[src/rtl/core/pfsa_pkg.sv]
// pfsa_pkg: shared constants, types and state codes of the page frame stack allocator
// used by every file under rtl/core; has no dependencies
`timescale 1ns / 1ps
`default_nettype none
package pfsa_pkg;

	localparam int STACK_DEPTH = 4096;
	localparam int PAGE_SHIFT = 12;

	localparam int ADDR_W = 32;
	localparam int FRAME_W = ADDR_W - PAGE_SHIFT;
	localparam int RAM_AW = $clog2(STACK_DEPTH);
	localparam int CNT_W = $clog2(STACK_DEPTH + 1);
	localparam int CMP_W = (FRAME_W > CNT_W) ? FRAME_W : CNT_W;
	localparam int OUT_CNT_W = 13;
	localparam int STATUS_W = 2;

	localparam logic KIND_FREE = 1'b0;
	localparam logic KIND_ALLOC = 1'b1;

	localparam logic [STATUS_W-1:0] STATUS_OK = 2'd0;
	localparam logic [STATUS_W-1:0] STATUS_EMPTY = 2'd1;
	localparam logic [STATUS_W-1:0] STATUS_FULL = 2'd2;

	typedef enum logic [2:0] {
		ST_IDLE,
		ST_PREP,
		ST_CLAMP,
		ST_PUSH,
		ST_READ,
		ST_WAIT,
		ST_DONE
	} state_t;

	typedef struct packed {
		logic we;
		logic [RAM_AW-1:0] waddr;
		logic [FRAME_W-1:0] wdata;
		logic re;
		logic [RAM_AW-1:0] raddr;
	} ram_req_t;

endpackage
`default_nettype wire

[src/rtl/core/pfsa_if.sv]
// pfsa_if: valid/ready channel interfaces for commands and responses
// depends on pfsa_pkg for field widths
`timescale 1ns / 1ps
`default_nettype none
interface pfsa_cmd_if;
	logic valid;
	logic ready;
	logic kind;
	logic [pfsa_pkg::ADDR_W-1:0] region_base;
	logic [pfsa_pkg::ADDR_W-1:0] region_len;

	modport source (output valid, output kind, output region_base, output region_len,
		input ready);
	modport sink (input valid, input kind, input region_base, input region_len,
		output ready);
endinterface

interface pfsa_res_if;
	logic valid;
	logic ready;
	logic [pfsa_pkg::ADDR_W-1:0] page_addr;
	logic [pfsa_pkg::STATUS_W-1:0] status;
	logic [pfsa_pkg::OUT_CNT_W-1:0] pages_pushed;
	logic [pfsa_pkg::OUT_CNT_W-1:0] free_count;

	modport source (output valid, output page_addr, output status, output pages_pushed,
		output free_count, input ready);
	modport sink (input valid, input page_addr, input status, input pages_pushed,
		input free_count, output ready);
endinterface
`default_nettype wire

[src/rtl/core/pfsa_seq.sv]
// pfsa_seq: sequencer and shared datapath for region frees and page allocations
// depends on pfsa_pkg and the channel interfaces in pfsa_if
`timescale 1ns / 1ps
`default_nettype none
module pfsa_seq (
	input wire logic clk,
	input wire logic arst_n,
	pfsa_cmd_if.sink cmd,
	pfsa_res_if.source res,
	output pfsa_pkg::ram_req_t ram_req,
	input wire logic [pfsa_pkg::FRAME_W-1:0] ram_rdata
);

	localparam int PS = pfsa_pkg::PAGE_SHIFT;
	localparam int FW = pfsa_pkg::FRAME_W;
	localparam int CW = pfsa_pkg::CNT_W;
	localparam int MW = pfsa_pkg::CMP_W;
	localparam int AW = pfsa_pkg::ADDR_W;
	localparam int OW = pfsa_pkg::OUT_CNT_W;

	pfsa_pkg::state_t state_q, state_d;

	logic kind_q;
	logic [AW-1:0] base_q;
	logic [AW-1:0] len_q;
	logic fits_q;
	logic [FW-1:0] pages_q;
	logic [FW-1:0] pfn_q;
	logic [CW-1:0] sp_q;
	logic [CW-1:0] cnt_q;
	logic [CW-1:0] pushed_q;
	logic [pfsa_pkg::STATUS_W-1:0] status_q;
	logic [AW-1:0] addr_q;

	logic res_valid_q;
	logic [AW-1:0] res_addr_q;
	logic [pfsa_pkg::STATUS_W-1:0] res_status_q;
	logic [OW-1:0] res_pushed_q;
	logic [OW-1:0] res_count_q;

	logic cmd_fire;
	logic res_load;
	logic [PS-1:0] gap;
	logic [AW:0] rem;
	logic [CW-1:0] room;
	logic over;
	logic [CW-1:0] sp_dec;

	assign cmd_fire = cmd.valid && cmd.ready;
	assign res_load = (state_q == pfsa_pkg::ST_DONE) && (!res_valid_q || res.ready);

	// distance up to the next page boundary and the length left after it
	assign gap = PS'(0) - base_q[PS-1:0];
	assign rem = {1'b0, len_q} - {{(AW + 1 - PS){1'b0}}, gap};
	assign room = CW'(pfsa_pkg::STACK_DEPTH) - sp_q;
	assign over = MW'(pages_q) > MW'(room);
	assign sp_dec = sp_q - CW'(1);

	always_comb begin
		state_d = state_q;
		unique case (state_q)
			pfsa_pkg::ST_IDLE: begin
				if (cmd_fire) begin
					state_d = (cmd.kind == pfsa_pkg::KIND_ALLOC) ? pfsa_pkg::ST_READ
						: pfsa_pkg::ST_PREP;
				end
			end
			pfsa_pkg::ST_PREP: state_d = pfsa_pkg::ST_CLAMP;
			pfsa_pkg::ST_CLAMP: begin
				if (!fits_q || pages_q == '0 || room == '0) begin
					state_d = pfsa_pkg::ST_DONE;
				end else begin
					state_d = pfsa_pkg::ST_PUSH;
				end
			end
			pfsa_pkg::ST_PUSH: begin
				if (cnt_q == CW'(1)) begin
					state_d = pfsa_pkg::ST_DONE;
				end
			end
			pfsa_pkg::ST_READ: begin
				state_d = (sp_q == '0) ? pfsa_pkg::ST_DONE : pfsa_pkg::ST_WAIT;
			end
			pfsa_pkg::ST_WAIT: state_d = pfsa_pkg::ST_DONE;
			pfsa_pkg::ST_DONE: begin
				if (res_load) begin
					state_d = pfsa_pkg::ST_IDLE;
				end
			end
			default: state_d = pfsa_pkg::ST_IDLE;
		endcase
	end

	always_comb begin
		cmd.ready = 1'b0;
		ram_req.we = 1'b0;
		ram_req.waddr = sp_q[pfsa_pkg::RAM_AW-1:0];
		ram_req.wdata = pfn_q;
		ram_req.re = 1'b0;
		ram_req.raddr = sp_dec[pfsa_pkg::RAM_AW-1:0];
		unique case (state_q)
			pfsa_pkg::ST_IDLE: cmd.ready = 1'b1;
			pfsa_pkg::ST_PUSH: ram_req.we = 1'b1;
			pfsa_pkg::ST_READ: ram_req.re = (sp_q != '0);
			default: begin
			end
		endcase
	end

	always_ff @(posedge clk or negedge arst_n) begin
		if (!arst_n) begin
			state_q <= pfsa_pkg::ST_IDLE;
			sp_q <= '0;
			res_valid_q <= 1'b0;
		end else begin
			state_q <= state_d;
			if (res_load) begin
				res_valid_q <= 1'b1;
			end else if (res.ready) begin
				res_valid_q <= 1'b0;
			end
			if (state_q == pfsa_pkg::ST_PUSH) begin
				sp_q <= sp_q + CW'(1);
			end else if (state_q == pfsa_pkg::ST_READ && sp_q != '0) begin
				sp_q <= sp_dec;
			end
		end
	end

	always_ff @(posedge clk) begin
		unique case (state_q)
			pfsa_pkg::ST_IDLE: begin
				kind_q <= cmd.kind;
				base_q <= cmd.region_base;
				len_q <= cmd.region_len;
				status_q <= pfsa_pkg::STATUS_OK;
				addr_q <= '0;
				pushed_q <= '0;
			end
			pfsa_pkg::ST_PREP: begin
				fits_q <= !rem[AW];
				pages_q <= rem[AW-1:PS];
				pfn_q <= base_q[AW-1:PS] + FW'(base_q[PS-1:0] != '0);
			end
			pfsa_pkg::ST_CLAMP: begin
				if (fits_q) begin
					if (over) begin
						cnt_q <= room;
						pushed_q <= room;
						if (pages_q != '0) begin
							status_q <= pfsa_pkg::STATUS_FULL;
						end
					end else begin
						cnt_q <= CW'(pages_q);
						pushed_q <= CW'(pages_q);
					end
				end
			end
			pfsa_pkg::ST_PUSH: begin
				pfn_q <= pfn_q + FW'(1);
				cnt_q <= cnt_q - CW'(1);
			end
			pfsa_pkg::ST_READ: begin
				if (sp_q == '0) begin
					status_q <= pfsa_pkg::STATUS_EMPTY;
				end
			end
			pfsa_pkg::ST_WAIT: addr_q <= {ram_rdata, {PS{1'b0}}};
			pfsa_pkg::ST_DONE: begin
			end
			default: begin
			end
		endcase
		if (res_load) begin
			res_addr_q <= (kind_q == pfsa_pkg::KIND_ALLOC) ? addr_q : '0;
			res_status_q <= status_q;
			res_pushed_q <= OW'(pushed_q);
			res_count_q <= OW'(sp_q);
		end
	end

	assign res.valid = res_valid_q;
	assign res.page_addr = res_addr_q;
	assign res.status = res_status_q;
	assign res.pages_pushed = res_pushed_q;
	assign res.free_count = res_count_q;

endmodule
`default_nettype wire

[src/flat_wrapper.sv]
// flat-port wrapper written by rule: the top's interface ports become plain ports
module pfsa_seq_flat 
  (clk, arst_n, ram_req, ram_rdata, cmd_valid, cmd_kind, cmd_region_base, cmd_region_len, cmd_ready, res_valid, res_page_addr, res_status, res_pages_pushed, res_free_count, res_ready);
  pfsa_cmd_if cmd_i ();
  pfsa_res_if res_i ();
  input wire logic clk;
  input wire logic arst_n;
  output pfsa_pkg::ram_req_t ram_req;
  input wire logic [pfsa_pkg::FRAME_W-1:0] ram_rdata;
  input wire logic [$bits(cmd_i.valid)-1:0] cmd_valid;
  input wire logic [$bits(cmd_i.kind)-1:0] cmd_kind;
  input wire logic [$bits(cmd_i.region_base)-1:0] cmd_region_base;
  input wire logic [$bits(cmd_i.region_len)-1:0] cmd_region_len;
  output wire logic [$bits(cmd_i.ready)-1:0] cmd_ready;
  output wire logic [$bits(res_i.valid)-1:0] res_valid;
  output wire logic [$bits(res_i.page_addr)-1:0] res_page_addr;
  output wire logic [$bits(res_i.status)-1:0] res_status;
  output wire logic [$bits(res_i.pages_pushed)-1:0] res_pages_pushed;
  output wire logic [$bits(res_i.free_count)-1:0] res_free_count;
  input wire logic [$bits(res_i.ready)-1:0] res_ready;
  assign cmd_i.valid = cmd_valid;
  assign cmd_i.kind = cmd_kind;
  assign cmd_i.region_base = cmd_region_base;
  assign cmd_i.region_len = cmd_region_len;
  assign cmd_ready = cmd_i.ready;
  assign res_valid = res_i.valid;
  assign res_page_addr = res_i.page_addr;
  assign res_status = res_i.status;
  assign res_pages_pushed = res_i.pages_pushed;
  assign res_free_count = res_i.free_count;
  assign res_i.ready = res_ready;
  pfsa_seq u_core (.clk(clk), .arst_n(arst_n), .cmd(cmd_i), .res(res_i), .ram_req(ram_req), .ram_rdata(ram_rdata));
endmodule
[config.mk]
export PLATFORM = sky130hd
export DESIGN_NAME = pfsa_seq_flat
export DESIGN_NICKNAME = d
export VERILOG_FILES = /design/src/rtl/core/pfsa_pkg.sv /design/src/rtl/core/pfsa_if.sv /design/src/rtl/core/pfsa_seq.sv /design/src/flat_wrapper.sv
export SDC_FILE = /design/constraint.sdc
export NUM_CORES = 1
export LEC_CHECK = 0
export ABC_AREA = 1
export CORE_ASPECT_RATIO = 1.75
export CORE_UTILIZATION = 25
export DETAILED_ROUTE_END_ITERATION = 8
export DONT_BUFFER_PORTS = 1
export PLACE_DENSITY = 0.35
export SETUP_SLACK_MARGIN = 0.2
export SYNTH_ARGS = -nofsm -noshare
export SYNTH_HDL_FRONTEND = slang
export SYNTH_SLANG_ARGS = --single-unit
[constraint.sdc]
create_clock -name clk -period 13.1 [get_ports clk]
set_input_delay 1.965 -clock clk [delete_from_list [all_inputs] [get_ports clk]]
set_output_delay 1.965 -clock clk [all_outputs]
set_load 0.01 [all_outputs]
Word-level counts from Yosys, hierarchy flattened
Cells that the tools add are included.
{"block": "word_totals", "romBits": 0, "regBits": 243, "output_inout_bits": 108, "n_memories": 0, "elab_cells": 92, "ram_bits": 0, "input_bits": 89, "latchBits": 0}
{"block": "op_classes", "n_addsub": 8, "order_cmp": 1, "bitwise_logic": 0, "reduce_logical": 27, "shift": 0, "div_mod_pow": 0, "muxes": 25, "mul": 0, "n_eq_ne": 14}
{"op": "case mux 32 bit (2 select lines)", "count": 1}
{"op": "2-to-1 mux 13 bit", "count": 4}
{"op": "case mux 13 bit (2 select lines)", "count": 2}
{"op": "case mux 20 bit (2 select lines)", "count": 1}
{"op": "subtractor 32 x 12 -> 33 bit", "count": 1}
{"op": "logical NOT 13 bit", "count": 2}
{"op": "subtractor 13 x 1 -> 13 bit, second input constant", "count": 2}
{"op": "case mux 3 bit (7 select lines)", "count": 1}
{"op": "adder 20 x 1 -> 20 bit", "count": 1}
{"op": "adder 20 x 1 -> 20 bit, second input constant", "count": 1}
{"op": "> comparator 20 x 13 -> 1 bit", "count": 1}
{"op": "logical NOT 20 bit", "count": 1}
{"op": "nonzero test 20 bit", "count": 1}
{"op": "2-to-1 mux 3 bit", "count": 5}
{"op": "!= test 2 x 1 -> 1 bit, second input constant", "count": 7}
{"op": "adder 13 x 1 -> 13 bit, second input constant", "count": 1}
{"op": "== test 13 x 1 -> 1 bit, second input constant", "count": 1}
{"op": "nonzero test 13 bit", "count": 1}
{"op": "subtractor 13 bit, first input constant", "count": 1}
{"op": "nonzero test 12 bit", "count": 1}
{"op": "nonzero test 2 bit", "count": 6}
{"op": "subtractor 1 x 12 -> 12 bit, first input constant", "count": 1}
{"op": "2-to-1 mux 2 bit", "count": 5}
{"op": "== test 3 bit, second input constant", "count": 3}
{"op": "12 further kinds", "count": 24}

Longest topological paths before layout
{"block": "depth", "word_depth": 5, "ltp_mapped": 22, "depth_no_buf": 22}

Worst setup path after synthesis
Ideal clock, no wire load.
{"block": "synth_path", "path_kind": "reg2out", "start": "register u_core.state_q[0]", "end": "output port cmd_ready", "arrival_time_ns": 3.583, "path_slack_ns": 7.552, "stages_incl_launch_ff": 5, "path_cell_list": "dfrtp_1 -> clkbuf_1 -> nor2_1 -> inv_1 -> nor2_1"}
{"block": "synth_between", "elab_chain_cells": 2}
{"item": "from (decl)", "line_no": "pfsa_seq.sv:21", "rtl": "pfsa_pkg::state_t state_q, state_d;"}
{"item": "from (signal assigned)", "line_no": "pfsa_seq.sv:112", "rtl": "state_q <= pfsa_pkg::ST_IDLE;"}
{"item": "from (signal assigned)", "line_no": "pfsa_seq.sv:116", "rtl": "state_q <= state_d;"}
{"item": "logical NOT 3 bit", "line_no": "pfsa_seq.sv:101", "rtl": "unique case (state_q)"}
{"item": "2-to-1 mux 1 bit", "line_no": "pfsa_seq.sv:101"}
{"item": "to (decl)", "line_no": "flat_wrapper.sv:14", "rtl": "output wire logic [$bits(cmd_i.ready)-1:0] cmd_ready;"}
No other way between the ends.

==> metrics.md <==
| Metric | Value |
|---|---|
| Status | `finished clean` |
| Initial core utilization | `0.253` |
| RSZ-0062 raised after global routing | `no` |
| Fmax | `220 MHz` |
| Num rows | `102` |
| DRC errors left | `0` |
| Max cap viols | `0` |
| Core area | `between 0.04 and 0.05 sq mm` |
| Syn Area/Cell | `10.1 sq um` |
| Post-synth cell types | `54` |
| Pre-CTS setup slack | `9110 ps` |
| Worst hold path type | `flop to flop` |
| Initial DRC count | `350` |
| GPL Wtd Cong | `0.812` |
| P_int | `1.88 mW` |
| Post-CTS setup buffer count | `0` |
| Synthesis-stage register bit count | `219` |
| Multiplexer area fraction after synthesis | `0` |
| Post-CTS Hold Buffers | `0` |
| Post-route ant nets | `0` |
| Top_reg_cell synth | `edfxtp_1` |
| Port buffer count | `0` |
| Post-DP HPWL | `about 23000 um` |
| Part of the power in registers | `0.437` |
| Synth top area cells | `edfxtp_1 54%, nand2_1 7.8%, inv_1 4.6%` |
| Combinational power share | `0.314` |
| CP Capture Type | `primary output` |
| Die Wd | `162 um` |
| Finished Cell Area | `0.0126 sq mm` |
| Seq/Total Area, Yosys | `0.580` |
| Initial antenna violation count | `0` |
| Fill count | `~4700` |
| First-pass GRT wire length | `45800 um` |
| ANT cells | `0` |
| Sw Ratio | `0.397` |
| Crit-path cells | `inv_1 -> ha_1 -> nand2_1 -> nor2_4 -> nand3_1 -> nand2_1 -> inv_1` |
| Slowest cell on the critical path | `dfrtp_1` |
| Clock Skews | `around 22 ps` |
| Critical Path RT | `11140 ps` |
| Htree depth | `1` |
| Clock Sinks | `between 200 and 250` |
| Largest net degree at the start of global routing | `52` |
| Worst IR Drop VDD | `0.118 mV` |
| Area growth syn-to-layout | `13.0%` |
| Worst-skew pair later-pin latency | `560 ps` |
| Number of synthesized flops with an enable pin | `202` |
| Crit share post-route | `0.346` |
| Setup TNS | `0 ps` |
| CP max stage delay | `490 ps` |
| Total design power | `3.12 mW` |
| Tmin final | `about 4500 ps` |
| Routed via count | `between 7000 and 8000` |
| CTS buffer count | `26` |
| Avg Vias per Cell | `between 4 and 5` |
| Most common cell after layout, fill and taps aside | `nand2_1` |
| Post-Syn Instances | `1108` |
| Final worst setup slack | `~8600 ps` |
| Max Fanout on Critical Path | `8` |
| Yosys top cell area share | `0.542` |
| Clock root cell | `clkbuf_16` |
| Commonest cells after routing, fill and taps aside | `231 x nand2_1, 202 x edfxtp_1, 137 x inv_1` |
| Post-Synth Simple-Gate Area | `0.217` |
| Crit path launch type | `flop` |
| Share of flip-flops with an asynchronous set or reset | `0.0776` |
| CTS tree | `done` |
| Yosys warning total | `0` |
| Register area | `0.00649 sq mm` |
| Die H | `about 280 um` |
| Least-Margin Pin Slew | `1030 ps` |
| Lkg Pwr | `5.17 nW` |
| WL final | `30200 um` |
| DR WL/cell | `17.8 um` |
| Post-CTS Resized | `0` |
| Final #Nets | `1230` |
| Clk slew on worst S/H paths | `around 60 ps` |
| Placed insts | `1653` |
| Synth Area in XOR/XNOR | `0.0360` |
| Layout cells sized above 1 | `0.104` |
| # IOs | `197` |
| CP arrival | `~2600 ps` |
| Die area | `0.0456 sq mm` |
| Main combinational cell family by area after synthesis | `simple AND/OR/NAND/NOR gates` |
| Kind of critical path | `flop to primary output` |
| Syn Std Cell Area | `0.0112 sq mm` |
| Final core utilization | `0.286` |
| Post-synthesis compound-gate area fraction | `0.0567` |
| Slew Limit Fails | `0` |
| Power Dens Cells | `247 mW/mm^2` |
| Final non-filler cell total | `about 1700` |
| Final-report hold violation count | `0` |
| Pre-antenna DRT Iters | `5` |
| P_sw | `1.24 mW` |
| Synth area leader | `edfxtp_1` |
| Overall Global Routing Usage | `0.133` |
| Grt total ovfl | `0` |
| Dpl cell area | `0.0117 sq mm` |
| Multi-input logic area | `around 0.0039 sq mm` |
| Max_slew headroom | `0.306` |
| Min Hold Slack | `about 420 ps` |
| Synth Area in Adders | `0.0358` |
| Final Setup Violations | `0` |
| Clock share of power | `0.249` |
| Number of global-route vias before repair | `roughly 8000` |
| Clock buffer depth | `3` |
-- power groups by stage --
| stage | clock, mW | combinational, mW | sequential [mW] |
|---|---|---|---|
| floorplan | 0 | 0.751 | 1.29 |
| global placement | 0 | 1.00 | 1.38 |
| detailed placement | 0 | 1.01 | 1.39 |
| CTS | 0.812 | 1.01 | 1.37 |
| global route | 0.826 | 1.12 | 1.40 |
| finish | 0.777 | 0.980 | 1.37 |
-- sequential cells by signal, indices dropped and copies added, names as in the netlist --
signal	count
u_core.res.free_count	13
u_core.addr_q	20
u_core.state_q	3
u_core.fits_q	1
u_core.status_q	2
u_core.base_q	32
u_core.res.valid	1
u_core.pushed_q	13
u_core.kind_q	1
u_core.res.status	2
u_core.sp_q	13
u_core.res.pages_pushed	13
u_core.cnt_q	13
u_core.pfn_q	20
u_core.len_q	32
u_core.pages_q	20
u_core.res.page_addr	20
-- area by class of cell --
class | count | share of cell area
clock inverter | 15 | 0.0148
tap | 572 | 0.0566
inverter | 138 | 0.0410
multi-input combinational | 716 | 0.311
clock buffer | 31 | 0.0578
sequential | 219 | 0.514
timing repair buffer | 8 | 0.00475
-- critical path, delay by kind of cell (launching register included) --
kind | cells | cell delay (ps)
adder cells (fa/ha/maj) | 1 | 260
buffers and inverters | 2 | 530
AND/OR/NAND/NOR | 4 | 730
flip-flops | 1 | 490
-- synth_stat cells, types with 3 or more instances --
cell	n
inv_1	137
ha_1	32
nand2_1	231
nand2_4	12
edfxtp_1	202
o21ai_0	50
clkbuf_1	11
nand3_1	60
nor3_1	19
dfrtp_1	17
nand2_2	12
nor4_1	9
o211ai_1	5
a21oi_1	27
nor2_1	111
nand3_2	10
nand4_1	19
a31oi_1	7
or2_2	5
xor2_1	31
xnor2_1	15
buf_2	6
nand3b_1	3
nor2_2	12
buf_4	26
o22ai_1	4
-- final timing paths --
check                           slack [ps]  cells after the start                              from                              endpoint
worst min-delay path                   420                      0  u_core.pushed_q[4]$_SDFFCE_PN0P_  u_core.res.pages_pushed[4]$_DFFE_PP_
worst max-delay path                  8560                      7        u_core.sp_q[0]$_DFFE_PN0P_                           ram_req[12]
worst min register to register         420                      0  u_core.pushed_q[4]$_SDFFCE_PN0P_  u_core.res.pages_pushed[4]$_DFFE_PP_
max in group asynchronous            11920                      0                            arst_n            u_core.sp_q[9]$_DFFE_PN0P_
min in group asynchronous             1100                      0                            arst_n          u_core.res.valid$_DFFE_PN0P_
worst max register to register        9400                     14        u_core.base_q[2]$_DFFE_PP_          u_core.pages_q[17]$_DFFE_PP_
-- metal layers --
metal  global-route usage  up-vias  part of all wire
met3               0.0300       58             0.057
met4               0.0694        0             0.046
li1                     -     3714                 -
met1                0.125     3515              0.35
met2                0.263      220              0.55
met5                    0        -                 0
-- logic make-up (layout without fill, tap and decap cells) --
logic type | Yosys count | in the layout
compound gates | 109 | 109
xor+xnor | 46 | 46
fa+ha+maj | 32 | 32
buf+inv | 184 | 192
flops | 219 | 219
other cells | 1 | 12
simple gates | 517 | 517
Note: power is estimated with default switching activity, not from simulation.
